## src/rtl/mf3_pkg.sv

```systemverilog
// Shared constants, types and median functions of the 3x3 median filter.
`timescale 1ns / 1ps

package mf3_pkg;

    localparam int PIXEL_BITS   = 16;
    localparam int MAX_WIDTH    = 2048;
    localparam int MAX_HEIGHT   = 4096;
    localparam int COL_BITS     = $clog2(MAX_WIDTH);
    localparam int ROW_BITS     = $clog2(MAX_HEIGHT);
    localparam int WDIM_BITS    = COL_BITS + 1;
    localparam int HDIM_BITS    = ROW_BITS + 1;
    localparam int WIDTH_BITS   = 12;
    localparam int HEIGHT_BITS  = 13;
    localparam int WIDTH_RESET  = 640;
    localparam int HEIGHT_RESET = 480;
    localparam int ADDR_BITS    = 3;
    localparam int DATA_BITS    = 32;
    localparam int OUT_DEPTH    = 8;
    localparam int OUT_PTR_BITS = $clog2(OUT_DEPTH);
    localparam int OUT_LVL_BITS = OUT_PTR_BITS + 2;

    typedef enum logic {
        CMD_PUSH  = 1'b0,
        CMD_DRAIN = 1'b1
    } cmd_t;

    typedef enum logic {
        REG_IMAGE_WIDTH  = 1'b0,
        REG_IMAGE_HEIGHT = 1'b1
    } reg_idx_t;

    typedef logic [PIXEL_BITS-1:0] pix_t;
    typedef pix_t [8:0] pix9_t;
    typedef pix_t [5:0] pix6_t;
    typedef pix_t [3:0] pix4_t;
    typedef logic [COL_BITS-1:0] col_t;
    typedef logic [ROW_BITS-1:0] row_t;

    typedef struct packed {
        pix_t filtered_value;
        col_t out_column;
        row_t out_row;
        logic frame_last;
    } res_t;

    // Item held between the memory access and the median stage.
    typedef struct packed {
        logic push;
        logic drain;
        logic load;
        logic up_half;
        logic row_odd;
        logic emit_a;
        logic emit_b;
        logic top_ok;
        logic left_ok;
        logic d_first;
        logic d_last;
        col_t col_a;
        col_t col_b;
        row_t row_out;
        pix_t pixel;
    } s1_t;

    typedef struct packed {
        logic wr_a;
        logic wr_b;
        res_t res_a;
        res_t res_b;
    } wr_t;

    // Compare and swap: returns {larger, smaller}.
    function automatic logic [2*PIXEL_BITS-1:0] cs(input pix_t a, input pix_t b);
        return (a > b) ? {a, b} : {b, a};
    endfunction

    function automatic pix_t mean2(input pix_t a, input pix_t b);
        logic [PIXEL_BITS:0] s;
        s = {1'b0, a} + {1'b0, b};
        return s[PIXEL_BITS:1];
    endfunction

    // Median of nine with the classic 19-exchange network.
    function automatic pix_t med9(input pix9_t v);
        pix9_t p;
        p = v;
        {p[2], p[1]} = cs(p[1], p[2]);
        {p[5], p[4]} = cs(p[4], p[5]);
        {p[8], p[7]} = cs(p[7], p[8]);
        {p[1], p[0]} = cs(p[0], p[1]);
        {p[4], p[3]} = cs(p[3], p[4]);
        {p[7], p[6]} = cs(p[6], p[7]);
        {p[2], p[1]} = cs(p[1], p[2]);
        {p[5], p[4]} = cs(p[4], p[5]);
        {p[8], p[7]} = cs(p[7], p[8]);
        {p[3], p[0]} = cs(p[0], p[3]);
        {p[8], p[5]} = cs(p[5], p[8]);
        {p[7], p[4]} = cs(p[4], p[7]);
        {p[6], p[3]} = cs(p[3], p[6]);
        {p[4], p[1]} = cs(p[1], p[4]);
        {p[5], p[2]} = cs(p[2], p[5]);
        {p[7], p[4]} = cs(p[4], p[7]);
        {p[2], p[4]} = cs(p[4], p[2]);
        {p[4], p[6]} = cs(p[6], p[4]);
        {p[2], p[4]} = cs(p[4], p[2]);
        return p[4];
    endfunction

    // Median of six: odd-even transposition sort, mean of the middle pair.
    function automatic pix_t med6(input pix6_t v);
        pix6_t p;
        int idx;
        p = v;
        for (int pass = 0; pass < 6; pass++) begin
            for (int i = 0; i < 3; i++) begin
                idx = 2 * i + (pass % 2);
                if (idx < 5) begin
                    {p[idx+1], p[idx]} = cs(p[idx], p[idx+1]);
                end
            end
        end
        return mean2(p[2], p[3]);
    endfunction

    function automatic pix_t med4(input pix4_t v);
        pix4_t p;
        p = v;
        {p[1], p[0]} = cs(p[0], p[1]);
        {p[3], p[2]} = cs(p[2], p[3]);
        {p[2], p[0]} = cs(p[0], p[2]);
        {p[3], p[1]} = cs(p[1], p[3]);
        {p[2], p[1]} = cs(p[1], p[2]);
        return mean2(p[1], p[2]);
    endfunction

endpackage

```

## src/rtl/mf3_out_if.sv

```systemverilog
// Output channel: filtered pixel word with position and valid/ready.
`timescale 1ns / 1ps

interface mf3_out_if;
    import mf3_pkg::*;

    logic valid;
    logic ready;
    pix_t filtered_value;
    col_t out_column;
    row_t out_row;
    logic frame_last;

    modport source (output valid, output filtered_value, output out_column,
                    output out_row, output frame_last, input ready);
    modport sink (input valid, input filtered_value, input out_column,
                  input out_row, input frame_last, output ready);
endinterface

```

## src/rtl/mf3_out_fifo.sv

```systemverilog
// Result queue taking up to two words a cycle and giving one while the receiver is ready.
`timescale 1ns / 1ps

module mf3_out_fifo (
    input  logic                           clk,
    input  logic                           rst_n,
    input  mf3_pkg::wr_t                   wr,
    output logic [mf3_pkg::OUT_LVL_BITS-1:0] level,
    mf3_out_if.source                      out_word
);
    import mf3_pkg::*;

    res_t entry_reg [OUT_DEPTH];
    logic [OUT_PTR_BITS-1:0] wr_ptr_reg, wr_ptr_next;
    logic [OUT_PTR_BITS-1:0] rd_ptr_reg, rd_ptr_next;
    logic [OUT_LVL_BITS-1:0] count_reg, count_next;
    logic [OUT_PTR_BITS-1:0] wr_ptr_plus1;
    logic pop;
    logic [1:0] n_wr;

    always_comb
    begin
        pop          = out_word.valid && out_word.ready;
        n_wr         = {1'b0, wr.wr_a} + {1'b0, wr.wr_b};
        wr_ptr_plus1 = wr_ptr_reg + OUT_PTR_BITS'(1);
        wr_ptr_next  = wr_ptr_reg + OUT_PTR_BITS'(n_wr);
        rd_ptr_next  = rd_ptr_reg + OUT_PTR_BITS'(pop);
        count_next   = count_reg + OUT_LVL_BITS'(n_wr) - OUT_LVL_BITS'(pop);
    end

    assign level                   = count_reg;
    assign out_word.valid          = (count_reg != '0);
    assign out_word.filtered_value = entry_reg[rd_ptr_reg].filtered_value;
    assign out_word.out_column     = entry_reg[rd_ptr_reg].out_column;
    assign out_word.out_row        = entry_reg[rd_ptr_reg].out_row;
    assign out_word.frame_last     = entry_reg[rd_ptr_reg].frame_last;

    always_ff @(posedge clk)
    begin
        if (wr.wr_a)
        begin
            entry_reg[wr_ptr_reg] <= wr.res_a;
        end
        if (wr.wr_b)
        begin
            entry_reg[wr_ptr_plus1] <= wr.res_b;
        end
    end

    always_ff @(posedge clk or negedge rst_n)
    begin
        if (!rst_n)
        begin
            wr_ptr_reg <= '0;
            rd_ptr_reg <= '0;
            count_reg  <= '0;
        end
        else
        begin
            wr_ptr_reg <= wr_ptr_next;
            rd_ptr_reg <= rd_ptr_next;
            count_reg  <= count_next;
        end
    end
endmodule

```

## src/flat_wrapper.sv

```systemverilog
// flat-port wrapper written by rule: the top's interface ports become plain ports
module mf3_out_fifo_flat import mf3_pkg::*;
  (clk, rst_n, wr, level, out_word_valid, out_word_filtered_value, out_word_out_column, out_word_out_row, out_word_frame_last, out_word_ready);
  mf3_out_if out_word_i ();
  input  logic clk;
  input  logic rst_n;
  input  mf3_pkg::wr_t wr;
  output logic [mf3_pkg::OUT_LVL_BITS-1:0] level;
  output wire logic [$bits(out_word_i.valid)-1:0] out_word_valid;
  output wire logic [$bits(out_word_i.filtered_value)-1:0] out_word_filtered_value;
  output wire logic [$bits(out_word_i.out_column)-1:0] out_word_out_column;
  output wire logic [$bits(out_word_i.out_row)-1:0] out_word_out_row;
  output wire logic [$bits(out_word_i.frame_last)-1:0] out_word_frame_last;
  input wire logic [$bits(out_word_i.ready)-1:0] out_word_ready;
  assign out_word_valid = out_word_i.valid;
  assign out_word_filtered_value = out_word_i.filtered_value;
  assign out_word_out_column = out_word_i.out_column;
  assign out_word_out_row = out_word_i.out_row;
  assign out_word_frame_last = out_word_i.frame_last;
  assign out_word_i.ready = out_word_ready;
  mf3_out_fifo u_core (.clk(clk), .rst_n(rst_n), .wr(wr), .level(level), .out_word(out_word_i));
endmodule
```

## config.mk

```make
export PLATFORM = sky130hd
export DESIGN_NAME = mf3_out_fifo_flat
export DESIGN_NICKNAME = d
export VERILOG_FILES = /design/src/rtl/mf3_pkg.sv /design/src/rtl/mf3_out_if.sv /design/src/rtl/mf3_out_fifo.sv /design/src/flat_wrapper.sv
export SDC_FILE = /design/constraint.sdc
export NUM_CORES = 1
export LEC_CHECK = 0
export ABC_AREA = 1
export BUFFER_PORTS_ARGS = -buffer_cell sky130_fd_sc_hd__buf_2
export CAP_MARGIN = 20
export CORE_MARGIN = 3
export CORE_UTILIZATION = 30
export CTS_CLUSTER_DIAMETER = 200
export DETAILED_ROUTE_END_ITERATION = 8
export SETUP_SLACK_MARGIN = 0.02
export SYNTH_ARGS = -nofsm -noshare
export SYNTH_HDL_FRONTEND = slang
export SYNTH_SLANG_ARGS = --single-unit
```

## constraint.sdc

```tcl
create_clock -name clk -period 10.1 [get_ports clk]
set_input_delay 1.01 -clock clk [delete_from_list [all_inputs] [get_ports clk]]
set_output_delay 1.01 -clock clk [all_outputs]
set_load 0.05 [all_outputs]
```

==> impl_metrics.ini <==
[floorplanning]
io_pins = 131
rows = 94
dieWidth_um = 266
initial_core_util_pct = 30.5
core_area_sq_um = 66300
die_h_um = 266
fp.dieArea_sq_um = 70700

[sta]
period_needed_ps = 4700
setup-violations-final = 0
maxSlewViolCount = 0
setup_ws_ps = 5400
fmax_mhz = 213
finalCritPeriodShare_pct = 46.5
grt_setup_unrepaired = no
worstMarginPinSlew_ps = 1150
hold_viol = 0
fin_skew_ps = 12.3
setup_tns_ps = 0
relSlewSlack_pct = 23.0

[placed_design]
portBuffers = 130
hpwl_um = 35600
dp_slack_ps = 5920
dp_cells = 3401
gp_congestion = 0.764

[synth]
synth_top_family_by_area = simple AND/OR/NAND/NOR gates
synthesis.nets = 2758
yosys.area_share.xor_xnor_pct = 0.173
yosysSeqAreaShare_pct = 48.8
syn_inst = 2659
syn_area_sq_um = 20300
synth-seq-cells = 331
yosysUniqueCellTypes = 23
postSynthAreaPerCell_sq_um = 7.62
yosys.area_share.simple_pct = 36.2
yosysWarnings = 0
yosys.area.top_type = edfxtp_1
synthAdderAreaFrac_pct = 0.939
synth.mux.area_fraction_pct = 0
synth-compound-area-share_pct = 0.272
synth_area_leaders = edfxtp_1 47%, nand2_1 22%, nand4_1 9.9%
yosys.area.top_type_share_pct = 47.4

[clocking]
cts_root_buf = clkbuf_16
cts_tree = done
clock_latency_ps = 560
clkTransAtPathRegs_ps = 60
cts.path.max_buffers = 3
cts_hold_buf = 0
cts_sinks = 331
numCtsBuffers = 38
cts_max_level = 2
cts_resized = 0
post_cts_buffers = 0

[critical_path]
critPathRequiredTime_ps = 9090
critPathKind = register to output pin
cpPeakStageDelay_ps = 780
crit_family = buffers and inverters
slowest_stage = dfrtp_4
r2r_start = u_core.wr_ptr_reg[0]$_DFF_PN0_
r2r_slack_ps = 5920
cp_num_buf_inv = 3
cp_common_cell = nand2_1
arrival_ps = 3690
reg2reg_to = u_core.entry_reg[4][0]$_DFFE_PP_
endpoint_kind = output pin
rr_worst_depth = 6
cp_max_fo = 66
cp-start-kind = register
path_cells = buf_4, buf_4, nand2_1, nand3_1, nand2_1, nand2_1, nand2_1, buf_2

[final_layout]
mostFrequentLayoutCell = nand2_1
area_growth_pct = 9.39
num-nets-final = 2680
final_layout_size_suffix_gt1_share_pct = 9.17
final_cells = 3472
final_cell_mix = 1174 x nand2_1, 339 x inv_1, 321 x nand4_1, 320 x edfxtp_1, 162 x nand3_1
largest_reg_flops = 320
post-route-util_pct = 33.4

[outcome]
status = finished, final reports clean

[routing]
drc = 0
drt-pass1-iter-count = 5
routed_wl_um = 65600
ant_nets = 0
wl_per_cell_um = 18.9
drt_iter0_drc = 1484
vias = 17418
via_per_inst = 5.02

[grt]
grt_pass1_vias = 16364
antenna_found_initial = 1
grt_max_degree = 104
grt_remaining_overflow = 0
grtUsageTotal_pct = 18.2
grt_pass1_wl_um = 100000

[min_path]
hp-class = input port to asynchronous set/reset pin

[flow_run]
cap_viol_max_count = 0

[pwr]
ir_drop_uv = 315
power.leakage_uw = 0.0108
pwr_density_cell_nw_per_um2 = 359
## how the worst max path moves through the flow
stage	slack, ps	from	endpoint	cells past startpoint
5_1_grt	5230	u_core.rd_ptr_reg[0]$_DFF_PN0_	out_word_out_column[0]	8
4_1_cts	5410	u_core.rd_ptr_reg[0]$_DFF_PN0_	out_word_out_column[0]	8
3_3_place_gp	5930	u_core.wr_ptr_reg[0]$_DFF_PN0_	u_core.entry_reg[4][2]$_DFFE_PP_	6
3_5_place_dp	5920	u_core.wr_ptr_reg[0]$_DFF_PN0_	u_core.entry_reg[4][2]$_DFFE_PP_	6
6_report	5400	u_core.rd_ptr_reg[0]$_DFF_PN0_	out_word_out_column[0]	8
2_1_floorplan	5660	wr[81]	u_core.entry_reg[3][0]$_DFFE_PP_	2
## Yosys cell counts (all sizes together)
cell    instances
edfxtp        320
nor2            4
fa              2
clkbuf         54
and2            1
a21oi           2
inv           345
nand4         321
dfrtp          11
o21ai           9
nand3         170
xor2            2
xnor2           2
ha             12
nand2        1176
buf           227
nand3b          1
## layout make-up
cell class                      instances  area, sq um
Inverter                              345         1310
Clock buffer                           54         1080
Antenna cell                            1         2.50
Timing Repair Buffer                  163          971
Fill cell                            6978        44200
Sequential cell                       331         9890
Clock inverter                         12         76.3
Tap cell                              864         1080
Multi-Input combinational cell       1702         7750
## logic make-up after synthesis
kind of cell             Yosys count
flip-flops                       331
XOR/XNOR                           4
buffers and inverters            626
AND/OR/NAND/NOR                 1673
adder cells (fa/ha/maj)           14
AO/OA/AOI/OAI                     11
## routing by layer
layer,routed length (um),GRT usage [%]
met5,0,0
met4,2020,7.04
met3,4310,2.01
met2,30900,29.6
met1,28500,25.0
## per-stage QoR
step | power [uW] | cell area [sq um] | hold slack, ps
after detailed placement | 6580 | 20900 | 579
after floorplan | 5490 | 20300 | 473
after global placement | 6550 | 20900 | 576
final | 7960 | 22200 | 342
after global routing | 8460 | 22200 | 356
after CTS | 7930 | 22100 | 328
## report_power, final
part | switching [uW] | internal (uW) | leakage [uW]
logic | 3450 | 908 | 0.00713
clock network | 575 | 770 | 0.000567
registers | 139 | 2110 | 0.00306
Power figures use the tool's default switching activity.
